==> src/hw/rtl/sod_pkg.sv <==
`timescale 1ns / 1ps

package sod_pkg;

  localparam int REQ_W       = 2;
  localparam int PIN_IDX_W   = 8;
  localparam int PIN_COUNT_W = 6;
  localparam int MODE_W      = 2;
  localparam int CFG_IDX_W   = 1;
  localparam int CFG_DATA_W  = 6;

  localparam logic [PIN_COUNT_W-1:0] PIN_COUNT_RST = 6'd32;

  typedef enum logic [REQ_W-1:0] {
    REQ_SET    = 2'd0,
    REQ_READ   = 2'd1,
    REQ_UPDATE = 2'd2
  } req_t;

  typedef enum logic [MODE_W-1:0] {
    MODE_CHANGED      = 2'd0,
    MODE_ALWAYS       = 2'd1,
    MODE_ZERO_ALL     = 2'd2,
    MODE_ZERO_CHANGED = 2'd3
  } mode_t;

  typedef enum logic [CFG_IDX_W-1:0] {
    CFG_PIN_COUNT  = 1'b0,
    CFG_WRITE_MODE = 1'b1
  } cfg_idx_t;

  typedef enum logic {
    ST_IDLE  = 1'b0,
    ST_SHIFT = 1'b1
  } state_t;

endpackage

==> src/hw/rtl/sod_if.sv <==
`timescale 1ns / 1ps

interface sod_in_if;
  logic                           valid;
  logic                           ready;
  logic [sod_pkg::REQ_W-1:0]      req_type;
  logic [sod_pkg::PIN_IDX_W-1:0]  pin_index;
  logic                           pin_value;

  modport source (output valid, req_type, pin_index, pin_value, input ready);
  modport sink   (input valid, req_type, pin_index, pin_value, output ready);
endinterface

interface sod_out_if;
  logic valid;
  logic ready;
  logic serial_data;
  logic latch_pulse;
  logic read_value;
  logic last;

  modport source (output valid, serial_data, latch_pulse, read_value, last, input ready);
  modport sink   (input valid, serial_data, latch_pulse, read_value, last, output ready);
endinterface

==> src/hw/rtl/serial_output_expander_driver.sv <==
`timescale 1ns / 1ps

// Serial output expander driver.
// in_ch carries requests: set pin, read pin, update outputs. out_ch carries one
// transaction per shifted bit (serial_data, latch_pulse on the last bit of a
// pass, last on the final bit of the request) or one read transaction.
// cfg_we/cfg_index/cfg_wdata write pin_count (index 0) and write_mode (index 1);
// the user must write them only while idle; the block does not enforce this.
// A set gives no output. A read's result sits in the output register the next
// cycle. An update, after a setup step, shifts out n bits, or 2n with a pre-pass
// in modes 2 and 3, where n is the clamped pin count; an update with nothing to
// send gives no output. A bit counter walks the image through a single bit-select.
// in_ch.ready is low while an update is shifting.
// A result waits in the output register while out_ch.ready is low; shifting
// and new requests wait until it is taken.
// Reset (rst_n low, synchronous): images cleared, image marked modified so the
// first update sends, pin_count 32, write_mode 0, output register empty.
module serial_output_expander_driver #(
  parameter int MAX_PINS = 32
) (
  input  logic                               clk,
  input  logic                               rst_n,
  sod_in_if.sink                             in_ch,
  sod_out_if.source                          out_ch,
  input  logic                               cfg_we,
  input  logic [sod_pkg::CFG_IDX_W-1:0]      cfg_index,
  input  logic [sod_pkg::CFG_DATA_W-1:0]     cfg_wdata
);
  import sod_pkg::*;

  localparam int N_W   = $clog2(MAX_PINS + 1);
  localparam int POS_W = $clog2(MAX_PINS);

  state_t                  state_r, state_nxt;
  logic [PIN_COUNT_W-1:0]  pin_count_r;
  mode_t                   write_mode_r;
  logic [MAX_PINS-1:0]     pin_image_r, pin_image_nxt;
  logic [MAX_PINS-1:0]     latched_image_r, latched_image_nxt;
  logic                    image_modified_r, image_modified_nxt;
  logic [MAX_PINS-1:0]     sh_r, sh_nxt;
  logic [POS_W-1:0]        pos_r, pos_nxt;
  logic                    pre_r, pre_nxt;

  logic                    out_valid_r, out_valid_nxt;
  logic                    out_data_r, out_data_nxt;
  logic                    out_latch_r, out_latch_nxt;
  logic                    out_read_r, out_read_nxt;
  logic                    out_last_r, out_last_nxt;

  logic [N_W-1:0]          n;
  logic [POS_W-1:0]        n_top;
  logic                    slot_free;
  logic                    in_fire;
  logic                    idx_ok;
  logic [POS_W-1:0]        idx;

  always_comb begin
    if (pin_count_r == '0) begin
      n = N_W'(1);
    end else if (32'(pin_count_r) > 32'(MAX_PINS)) begin
      n = N_W'(MAX_PINS);
    end else begin
      n = N_W'(pin_count_r);
    end
  end

  assign n_top     = POS_W'(n - N_W'(1));
  assign slot_free = !out_valid_r || out_ch.ready;
  assign in_ch.ready = (state_r == ST_IDLE) && slot_free;
  assign in_fire   = in_ch.valid && in_ch.ready;
  assign idx_ok    = in_ch.pin_index < PIN_IDX_W'(n);
  assign idx       = in_ch.pin_index[POS_W-1:0];

  assign out_ch.valid       = out_valid_r;
  assign out_ch.serial_data = out_data_r;
  assign out_ch.latch_pulse = out_latch_r;
  assign out_ch.read_value  = out_read_r;
  assign out_ch.last        = out_last_r;

  always_comb begin
    state_nxt          = state_r;
    pin_image_nxt      = pin_image_r;
    latched_image_nxt  = latched_image_r;
    image_modified_nxt = image_modified_r;
    sh_nxt             = sh_r;
    pos_nxt            = pos_r;
    pre_nxt            = pre_r;
    out_valid_nxt      = out_valid_r && !out_ch.ready;
    out_data_nxt       = out_data_r;
    out_latch_nxt      = out_latch_r;
    out_read_nxt       = out_read_r;
    out_last_nxt       = out_last_r;

    unique case (state_r)
      ST_IDLE: begin
        if (in_fire) begin
          unique case (in_ch.req_type)
            REQ_SET: begin
              if (idx_ok && (pin_image_r[idx] != in_ch.pin_value)) begin
                pin_image_nxt[idx] = in_ch.pin_value;
                image_modified_nxt = 1'b1;
              end
            end
            REQ_READ: begin
              out_valid_nxt = 1'b1;
              out_data_nxt  = 1'b0;
              out_latch_nxt = 1'b0;
              out_read_nxt  = idx_ok ? pin_image_r[idx] : 1'b0;
              out_last_nxt  = 1'b1;
            end
            REQ_UPDATE: begin
              if (image_modified_r || (write_mode_r == MODE_ALWAYS)) begin
                state_nxt          = ST_SHIFT;
                pos_nxt            = n_top;
                image_modified_nxt = 1'b0;
                latched_image_nxt  = pin_image_r;
                pre_nxt = (write_mode_r == MODE_ZERO_ALL) ||
                          (write_mode_r == MODE_ZERO_CHANGED);
                unique case (write_mode_r)
                  MODE_ZERO_ALL:     sh_nxt = '0;
                  MODE_ZERO_CHANGED: sh_nxt = latched_image_r & pin_image_r;
                  default:           sh_nxt = pin_image_r;
                endcase
              end
            end
            default: begin
            end
          endcase
        end
      end
      ST_SHIFT: begin
        if (slot_free) begin
          out_valid_nxt = 1'b1;
          out_data_nxt  = sh_r[pos_r];
          out_latch_nxt = (pos_r == '0);
          out_read_nxt  = 1'b0;
          out_last_nxt  = (pos_r == '0) && !pre_r;
          if (pos_r == '0) begin
            if (pre_r) begin
              pre_nxt = 1'b0;
              sh_nxt  = pin_image_r;
              pos_nxt = n_top;
            end else begin
              state_nxt = ST_IDLE;
            end
          end else begin
            pos_nxt = pos_r - POS_W'(1);
          end
        end
      end
      default: state_nxt = ST_IDLE;
    endcase
  end

  always_ff @(posedge clk) begin
    if (!rst_n) begin
      state_r          <= ST_IDLE;
      pin_count_r      <= PIN_COUNT_RST;
      write_mode_r     <= MODE_CHANGED;
      pin_image_r      <= '0;
      latched_image_r  <= '0;
      image_modified_r <= 1'b1;
      pre_r            <= 1'b0;
      out_valid_r      <= 1'b0;
    end else begin
      state_r          <= state_nxt;
      pin_image_r      <= pin_image_nxt;
      latched_image_r  <= latched_image_nxt;
      image_modified_r <= image_modified_nxt;
      pre_r            <= pre_nxt;
      out_valid_r      <= out_valid_nxt;
      if (cfg_we) begin
        unique case (cfg_index)
          CFG_PIN_COUNT:  pin_count_r  <= cfg_wdata[PIN_COUNT_W-1:0];
          CFG_WRITE_MODE: write_mode_r <= mode_t'(cfg_wdata[MODE_W-1:0]);
          default: begin
          end
        endcase
      end
    end
  end

  always_ff @(posedge clk) begin
    sh_r        <= sh_nxt;
    pos_r       <= pos_nxt;
    out_data_r  <= out_data_nxt;
    out_latch_r <= out_latch_nxt;
    out_read_r  <= out_read_nxt;
    out_last_r  <= out_last_nxt;
  end

  a_accept_slot_free: assert property (@(posedge clk) disable iff (!rst_n)
    in_ch.valid && in_ch.ready |-> !out_valid_r || out_ch.ready)
    else $error("request accepted while result register blocked");

  a_shift_clears_mod: assert property (@(posedge clk) disable iff (!rst_n)
    state_r == ST_SHIFT |-> !image_modified_r)
    else $error("image still marked modified while shifting");

  a_prepass_latch: assert property (@(posedge clk) disable iff (!rst_n)
    out_valid_r && out_latch_r && !out_last_r |-> state_r == ST_SHIFT && !pre_r)
    else $error("pre-pass latch without main pass following");

  a_read_shape: assert property (@(posedge clk) disable iff (!rst_n)
    out_valid_r && out_read_r |-> out_last_r && !out_latch_r && state_r == ST_IDLE)
    else $error("malformed read result");

endmodule

==> src/flat_wrapper.sv <==
// flat-port wrapper written by rule: the top's interface ports become plain ports
module serial_output_expander_driver_flat import sod_pkg::*;
#(
  parameter int MAX_PINS = 32
)
  (clk, rst_n, cfg_we, cfg_index, cfg_wdata, in_ch_valid, in_ch_req_type, in_ch_pin_index, in_ch_pin_value, in_ch_ready, out_ch_valid, out_ch_serial_data, out_ch_latch_pulse, out_ch_read_value, out_ch_last, out_ch_ready);
  sod_in_if in_ch_i ();
  sod_out_if out_ch_i ();
  input  logic clk;
  input  logic rst_n;
  input  logic cfg_we;
  input  logic [sod_pkg::CFG_IDX_W-1:0] cfg_index;
  input  logic [sod_pkg::CFG_DATA_W-1:0] cfg_wdata;
  input wire logic [$bits(in_ch_i.valid)-1:0] in_ch_valid;
  input wire logic [$bits(in_ch_i.req_type)-1:0] in_ch_req_type;
  input wire logic [$bits(in_ch_i.pin_index)-1:0] in_ch_pin_index;
  input wire logic [$bits(in_ch_i.pin_value)-1:0] in_ch_pin_value;
  output wire logic [$bits(in_ch_i.ready)-1:0] in_ch_ready;
  output wire logic [$bits(out_ch_i.valid)-1:0] out_ch_valid;
  output wire logic [$bits(out_ch_i.serial_data)-1:0] out_ch_serial_data;
  output wire logic [$bits(out_ch_i.latch_pulse)-1:0] out_ch_latch_pulse;
  output wire logic [$bits(out_ch_i.read_value)-1:0] out_ch_read_value;
  output wire logic [$bits(out_ch_i.last)-1:0] out_ch_last;
  input wire logic [$bits(out_ch_i.ready)-1:0] out_ch_ready;
  assign in_ch_i.valid = in_ch_valid;
  assign in_ch_i.req_type = in_ch_req_type;
  assign in_ch_i.pin_index = in_ch_pin_index;
  assign in_ch_i.pin_value = in_ch_pin_value;
  assign in_ch_ready = in_ch_i.ready;
  assign out_ch_valid = out_ch_i.valid;
  assign out_ch_serial_data = out_ch_i.serial_data;
  assign out_ch_latch_pulse = out_ch_i.latch_pulse;
  assign out_ch_read_value = out_ch_i.read_value;
  assign out_ch_last = out_ch_i.last;
  assign out_ch_i.ready = out_ch_ready;
  serial_output_expander_driver #(.MAX_PINS(MAX_PINS)) u_core (.clk(clk), .rst_n(rst_n), .in_ch(in_ch_i), .out_ch(out_ch_i), .cfg_we(cfg_we), .cfg_index(cfg_index), .cfg_wdata(cfg_wdata));
endmodule
==> config.mk <==
export PLATFORM = sky130hd
export DESIGN_NAME = serial_output_expander_driver_flat
export DESIGN_NICKNAME = d
export VERILOG_FILES = /design/src/hw/rtl/sod_pkg.sv /design/src/hw/rtl/sod_if.sv /design/src/hw/rtl/serial_output_expander_driver.sv /design/src/flat_wrapper.sv
export SDC_FILE = /design/constraint.sdc
export NUM_CORES = 1
export LEC_CHECK = 0
export BUFFER_PORTS_ARGS = -buffer_cell sky130_fd_sc_hd__buf_2
export CAP_MARGIN = 20
export CORE_ASPECT_RATIO = 0.9
export CORE_UTILIZATION = 40
export CTS_CLUSTER_DIAMETER = 50
export DETAILED_ROUTE_END_ITERATION = 6
export PLACE_DENSITY = 0.68
export SETUP_SLACK_MARGIN = 0.02
export SLEW_MARGIN = 0
export SYNTH_ARGS = -nofsm -noshare
export SYNTH_HDL_FRONTEND = slang
export SYNTH_SLANG_ARGS = --single-unit
==> constraint.sdc <==
create_clock -name clk -period 4.1 [get_ports clk]
set_input_delay 0.82 -clock clk [delete_from_list [all_inputs] [get_ports clk]]
set_output_delay 0.82 -clock clk [all_outputs]
set_load 0.05 [all_outputs]
## Word-level counts from Yosys, hierarchy flattened

Cells that the tools add are included.
Widths: inputs -> output; s select.

- Register bits after elaboration: 117
- Input port bits: 23
- Output and inout port bits: 6

- $add $sub $neg: 2
- Order comparisons: 5
- Equality and inequality tests: 16
- Mux-type cells: 59
- Bitwise gates (word level): 3
- Reduce and logical (&&, ||, !) cells: 25

Operator list:

| cell | number |
|---|---|
| $mux 32 | 6 |
| $pmux 32 s2 | 2 |
| $and 32x32->32 | 1 |
| $bwmux 32 | 1 |
| $mux 1 | 30 |
| $mux 5 | 6 |
| $pmux 1 s2 | 8 |
| $reduce_and 5->1 | 3 |
| $lt 5x6->1 const B | 2 |
| $mux 6 | 2 |
| $ne 2x2->1 const B | 6 |
| $bmux 1 s5 | 2 |
| $pmux 5 s2 | 1 |
| $sub 5x1->5 const B | 2 |
| $lt 8x6->1 | 1 |
| $reduce_and 4->1 | 2 |
| $eq 2x2->1 const B | 3 |
| $gt 6x6->1 const B | 1 |
| $logic_and 1x1->1 | 6 |
| $logic_not 6->1 | 1 |
| $ne 2x1->1 const B | 3 |
| $reduce_and 6->1 | 1 |
| $demux 1 s5 | 1 |
| $ge 5x1->1 const B | 1 |
| 11 further kinds | 18 |

## Depth between registers and ports, before layout

Gate-level depths: netlist of the first run.

- Word-level depth: 8
- Gate-level depth with buffers: 11
- Gate-level depth less buffers: 9

## Worst setup path after synthesis of the first run

Ideal clock, no wire load.

- Path kind: input port to flip-flop
- From: input port out_ch_ready
- To: register u_core.sh_r[0], enable pin
- Arrival time: 3.465 ns
- Data required time: 3.668 ns
- Slack: 0.203 ns
- Stages on the path: 6
- Path through: nor2b_1 -> nor4b_2 -> buf_2 -> o211ai_1 -> clkbuf_1 -> a21oi_1

- Longest elaborated chain between the ends: 5
- Elaborated cells between the ends (all ways): 6
- Classes of those cells: eq/ne: 2; reduce/logical: 4

Ends and longest elaborated chain:

| what | RTL line | RTL |
|---|---|---|
| start, declared | flat_wrapper.sv:24 | `input wire logic [$bits(out_ch_i.ready)-1:0] out_ch_ready;` |
| $logic_or 1x1->1 * | serial_output_expander_driver.sv:68 | `assign slot_free = !out_valid_r \|\| out_ch.ready;` |
| $logic_and 1x1->1 | serial_output_expander_driver.sv:69 | `assign in_ch.ready = (state_r == ST_IDLE) && slot_free;` |
| $logic_and 1x1->1 | serial_output_expander_driver.sv:70 | `assign in_fire = in_ch.valid && in_ch.ready;` |
| $ne 2x1->1 (no line) | - |  |
| $reduce_and 6->1 (no line) * | - |  |
| end signal, assigned | serial_output_expander_driver.sv:184 | `sh_r <= sh_nxt;` |
| end, declared | serial_output_expander_driver.sv:40 | `logic [MAX_PINS-1:0] sh_r, sh_nxt;` |

Every way passes the cells marked *; elsewhere a longest branch is shown, timed or not.
A chain may end at the register's enable or synchronous reset.

## Worst setup path after layout of the first run

- From: register u_core.pin_count_r[5]
- To: register u_core.pin_image_r[19]

- Longest elaborated chain between the ends: 6
- Elaborated cells between the ends (all ways): 7
- Classes of those cells: order compare: 2; mux: 2; reduce/logical: 3

Ends and longest elaborated chain:

| what | RTL line | RTL |
|---|---|---|
| start, declared | serial_output_expander_driver.sv:35 | `logic [PIN_COUNT_W-1:0] pin_count_r;` |
| start signal, assigned | serial_output_expander_driver.sv:174 | `CFG_PIN_COUNT: pin_count_r <= cfg_wdata[PIN_COUNT_W-1:0];` |
| $gt 6x6->1 | serial_output_expander_driver.sv:60 | `end else if (32'(pin_count_r) > 32'(MAX_PINS)) begin` |
| $mux 6 | serial_output_expander_driver.sv:60 |  |
| $mux 6 * | serial_output_expander_driver.sv:58 | `if (pin_count_r == '0) begin` |
| $lt 8x6->1 * | serial_output_expander_driver.sv:71 | `assign idx_ok = in_ch.pin_index < PIN_IDX_W'(n);` |
| $logic_and 1x1->1 * | serial_output_expander_driver.sv:99 | `if (idx_ok && (pin_image_r[idx] != in_ch.pin_value)) begin` |
| $reduce_and 4->1 (no line) * | - |  |
| end signal, assigned | serial_output_expander_driver.sv:167 | `pin_image_r <= pin_image_nxt;` |
| end, declared | serial_output_expander_driver.sv:37 | `logic [MAX_PINS-1:0] pin_image_r, pin_image_nxt;` |

Marks and branches as above.

==> metrics, run 1 <==
outcome finished, final reports clean; core box area 15400 µm²; setup TNS 0 ns; reg2reg setup slack 1.14 ns; Slew HR 0.288; RSZ-0062 raised after global routing false; CTS Root Cell clkbuf_16; Post-DRT Antenna Nets 0; Final Max Tran Viols 0; Worst Tran Pin Value 1.07 ns; clk slew on worst S/H paths 0.05 ns; vias per cell 5.89; Startpoint Class flop; IO Count 29; Hold WC Path Type reg2reg; Place WS 0.773 ns; Seq/Total Area, Yosys 0.438; drt drc 0; count of final setup violators 0; via count 5170; antenna diode count 0; share of the synthesized area in the top cell type 0.242; DRT Wirelength 16.1 mm; Die H 121 µm; largest net degree at the start of global routing 58; vias in the first global route 4877; first-pass GRT wire length 25.5 mm; Netlist cell types 55; Critical Path End Type flop; clk sinks 117; initial antenna violation count 0; Cells after Synth 658; Worst-Skew Late Latency 0.41 ns; Buffers on Ports 28; final hold vios 0; top_reg_cell synth dfxtp_1; Nets 693; syn_nets 688; Hold WS 0.452 ns; Tmin final 2.96 ns; Fmax 0.338 GHz; P_leak 0.00251 µW; synthesized area 6290 µm²; Placer Congestion 0.875; YS warnings 0; final worst clock skew 0.00728 ns; pwr/cell area 425 nW/µm²; CTS Buf Count 17; drt pass-1 iters 5; fin crit share 0.722; area grow syn2layout 13.5%; H-tree levels 4; Critical Path AT 3.21 ns; CP required 4.35 ns; Placed Cells 846; Synth area leader dfxtp_1; die area 16200 µm²; largest fanout on the critical path 31; DR iter-0 viols 531; Finished Layout Cells 878; Post-CTS Resized 0; postcts setup bufs 0; EDFF count, synth 41; layout cells sized above 1 0.130; overflow left after global routing 0; CTS Buffer Depth 2; most instantiated cells after synthesis nand2_1 (140), dfxtp_1 (76), mux2i_1 (67); post-detail-place hpwl 10.8 mm; CTS tree built; synthesized flop and latch total 117; fillers 1439; GRT Total Usage 0.206; Initial Util 0.409; row count 43; ys async rst share 0; syn avg cell area 9.55 µm²; worst vdd ir 290 µV; critical path class reg2reg; Synth area leaders dfxtp_1 (24%), edfxtp_1 (20%), mux2i_1 (11%), nand2_1 (8.4%), a211oi_1 (6.0%); hold buffers post-CTS 0; area of the multi-input gates 3220 µm²; setup ws final 1.14 ns; FF+latch area 2750 µm²; DIE WIDTH 134 µm; wire per inst 18.3 µm; MaxCap Viol Count 0; top-count cell post-synth nand2_1
-- worst max-delay path, cell delays in order (launching register included) --
cell and delay [ns]:
dfxtp_1 0.33, inv_1 0.18, nand2_1 0.16, ha_1 0.29, o21ai_0 0.17, nand2_1 0.64, buf_12 0.43, a211oi_1 0.29
mux2i_1 0.16, mux2i_1 0.15
-- sequential cells by signal, indices dropped and copies added (netlist names) --
register                   cells
u_core.image_modified_r        1
u_core.latched_image_r        32
u_core.out_ch.last             1
u_core.out_ch.latch_pulse      1
u_core.out_ch.read_value       1
u_core.out_ch.serial_data      1
u_core.out_ch.valid            1
u_core.pin_count_r             6
u_core.pin_image_r            32
u_core.pos_r                   5
u_core.pre_r                   1
u_core.sh_r                   32
u_core.state_r                 1
u_core.write_mode_r            2
-- metrics by stage --
| stage | utilization | cell area, µm² | total power, µW |
|---|---|---|---|
| finish | 0.464 | 7130 | 3030 |
| floorplan | - | 6290 | 1440 |
| global route | 0.464 | 7130 | 3120 |
| global placement | 0.423 | 6510 | 1490 |
| detailed placement | 0.423 | 6510 | 1500 |
| CTS | 0.464 | 7130 | 3050 |
-- logic make-up after synthesis --
group | count (synthesis) | synth area share
and+or+nand+nor | 205 | 0.143
AOI/OAI and AO/OA | 178 | 0.194
DFF | 117 | 0.438
muxes | 81 | 0.152
buffers and inverters | 64 | 0.0506
adders and majority gates | 7 | 0.0139
xor gates and xnor gates | 6 | 0.00836
-- cell usage in the layout, fill, tap and decap left out, types with 3 or more instances in the layout --
cell type,Yosys,routed
nor2_1,17,17
o21ai_1,3,3
dfxtp_1,76,76
a31oi_1,7,7
mux2i_1,67,67
mux4_2,11,11
a211oi_1,50,50
a21boi_0,34,34
xor2_1,4,4
nand3b_1,3,3
nor2b_1,8,8
o21ai_0,8,8
o21a_1,3,3
edfxtp_1,41,41
bufinv_16,0,4
a21bo_1,6,6
o211ai_1,4,4
buf_4,2,13
clkbuf_16,0,17
nand4_1,8,8
clkbuf_1,38,4
nand3_1,13,13
nand2_1,140,140
buf_2,4,28
inv_1,8,8
nor3_1,3,3
a21oi_1,49,48
ha_1,7,7
-- cell type report --
type,count,share of cell area
multi-input cells,477,0.451
flip-flops and latches,117,0.386
clock buffers,23,0.0656
repair buffers,42,0.0361
well taps,202,0.0354
clock inverters,9,0.0214
inverters,8,0.00421
-- per-layer routing --
metal | up-vias | GRT usage | share of wire
li1 | 2425 | - | -
met5 | - | 0 | 0
met1 | 2528 | 0.294 | 0.46
met2 | 195 | 0.304 | 0.44
met3 | 22 | 0.0497 | 0.082
met4 | 0 | 0.0653 | 0.010
-- report_power, final --
group / internal, µW / total [µW] / switching (µW)
logic: 74.6 / 232 / 157
clock network: 1050 / 1550 / 508
registers: 1230 / 1250 / 19.6
total: 2350 / 3030 / 684
-- final timing paths --
| check | to | cells past startpoint | startpoint |
|---|---|---|---|
| worst min-delay path | u_core.latched_image_r[18] | 2 | u_core.latched_image_r[18] |
| worst min register to register | u_core.latched_image_r[18] | 2 | u_core.latched_image_r[18] |
| worst max register to register | u_core.pin_image_r[19] | 9 | u_core.pin_count_r[5] |
| worst max-delay path | u_core.pin_image_r[19] | 9 | u_core.pin_count_r[5] |
Note: power is estimated with default switching activity, not from simulation.
==> run 2: changes to the inputs <==
PLACE_DENSITY = 0.66   (was 0.68)
clock period = 3 ns   (was 4.1 ns; I/O delays follow)
==> run 2 against run 1 <==
Net effect:
- utilization is 0.16 points higher
- combinational power increased by 39%
- register-to-register slack worse by 0.53 ns
- global-route usage fell by 0.11 points
- sequential share of layout area down 0.13 points
- worst hold slack worse by 0.046 ns
==> metrics, run 2 (synthesis gave the netlist of run 1 again) <==
Post-DRT Antenna Nets 0; CTS tree built; Die H 121 µm; via count 5019; CTS Root Cell clkbuf_16; switch share 0.248; clk slew on worst S/H paths 0.06 ns; critical path class in2reg; core box area 15400 µm²; Buffers on Ports 28; global-route track usage on met1 0.306; Net Switching 994 µW; vias in the first global route 4626; GRT Total Usage 0.204; CTS Buf Count 17; Seq pwr share 0.424; Internal Pwr Total 3010 µW; hold buffers post-CTS 0; Fmax 0.407 GHz; overflow left after global routing 0; Critical Path AT 2.79 ns; DR iter-0 viols 504; RSZ-0062 raised after global routing false; Startpoint Class input pin; outcome finished, final reports clean; Critical Path End Type flop; met2 Track Usage GR 0.296; M3 GR Usage 0.0355; DRT Wirelength 15.6 mm; final worst clock skew 0.0108 ns; CP required 3.33 ns; final core utilization 0.465; fin area 7160 µm²; Largest regs u_core.latched_image_r x32, u_core.pin_image_r x32, u_core.sh_r x32; worst vdd ir 424 µV; pwr/cell area 559 nW/µm²; Worst Tran Pin Value 0.827 ns; IO Count 29; Hold WS 0.405 ns; Initial Util 0.409; largest fanout on the critical path 14; Final Max Tran Viols 0; layout cells sized above 1 0.144; clk sinks 117; Post-CTS Resized 0; Most Crowded Layer GR met1; antenna diode count 0; largest net degree at the start of global routing 58; Nets 699; area grow syn2layout 13.9%; Comb pwr share 0.081; die area 16200 µm²; Hold WC Path Type in2reg; P_leak 0.00253 µW; fin crit share 0.818; setup TNS 0 ns; drt drc 0; row count 43; CTS Buffer Depth 2; most common cell after layout, fill and taps aside nand2_1; fillers 1445; clock power share 0.495; Worst-Skew Late Latency 0.42 ns; final hold vios 0; Area after DPL 6580 µm²; Place WS 0.135 ns; drt pass-1 iters 5; postcts setup bufs 0; initial antenna violation count 0; H-tree levels 4; Slew HR 0.447; setup ws final 0.545 ns; DIE WIDTH 134 µm; first-pass GRT wire length 25.4 mm; most frequent cells in the layout nand2_1 (140), dfxtp_1 (76), mux2i_1 (67), a211oi_1 (50), a21oi_1 (48); Tmin final 2.46 ns; vias per cell 5.68; MaxCap Viol Count 0; Placer Congestion 0.926; count of final setup violators 0; wire per inst 17.7 µm; post-detail-place hpwl 10.8 mm
-- run 2: layout make-up --
type | instances | area, µm² | area share
Clock buffer | 18 | 429 | 0.0600
Clock inverter | 14 | 151 | 0.0212
Inverter | 8 | 30.0 | 0.00420
Multi-Input combinational cell | 477 | 3230 | 0.451
Sequential cell | 117 | 2750 | 0.385
Tap cell | 202 | 253 | 0.0353
Timing Repair Buffer | 48 | 315 | 0.0440
-- run 2: per-layer routing --
metal / up-vias / share of wire / wire (µm)
li1: 2436 / - / -
met1: 2434 / 0.50 / 7780
met2: 136 / 0.44 / 6890
met3: 13 / 0.053 / 824
met4: 0 / 0.0084 / 132
met5: - / 0 / 0
-- run 2: final timing paths --
kind | startpoint | to | slack (ns) | cells past startpoint
worst max-delay path | in_ch_pin_index[1] | u_core.pin_image_r[21] | 0.54 | 9
worst max register to register | u_core.pin_count_r[5] | u_core.pin_image_r[2] | 0.61 | 9
worst min-delay path | cfg_wdata[5] | u_core.pin_count_r[5] | 0.41 | 3
worst min register to register | u_core.latched_image_r[22] | u_core.latched_image_r[22] | 0.45 | 2
-- run 2: power groups by stage --
stage                     registers, µW  clock network (µW)  logic, µW
after floorplan                    1730                   0        232
after global placement             1730                   0        312
after detailed placement           1730                   0        320
after CTS                          1700                2010        321
after global routing               1700                2070        349
final                              1700                1980        323
-- run 2: critical path: stages --
cell and delay [ns]:
buf_2 0.25, buf_4 0.27, mux2i_1 0.20, o2bb2ai_1 0.09, a2111oi_2 0.38, o211a_1 0.26, buf_4 0.27, mux2i_1 0.28
mux2i_1 0.20
-- run 2: per-stage QoR --
step	std cells	total power (µW)
3_5_place_dp	852	2050
4_1_cts	884	4020
3_3_place_gp	852	2040
6_report	884	4000
2_1_floorplan	658	1960
5_1_grt	884	4120
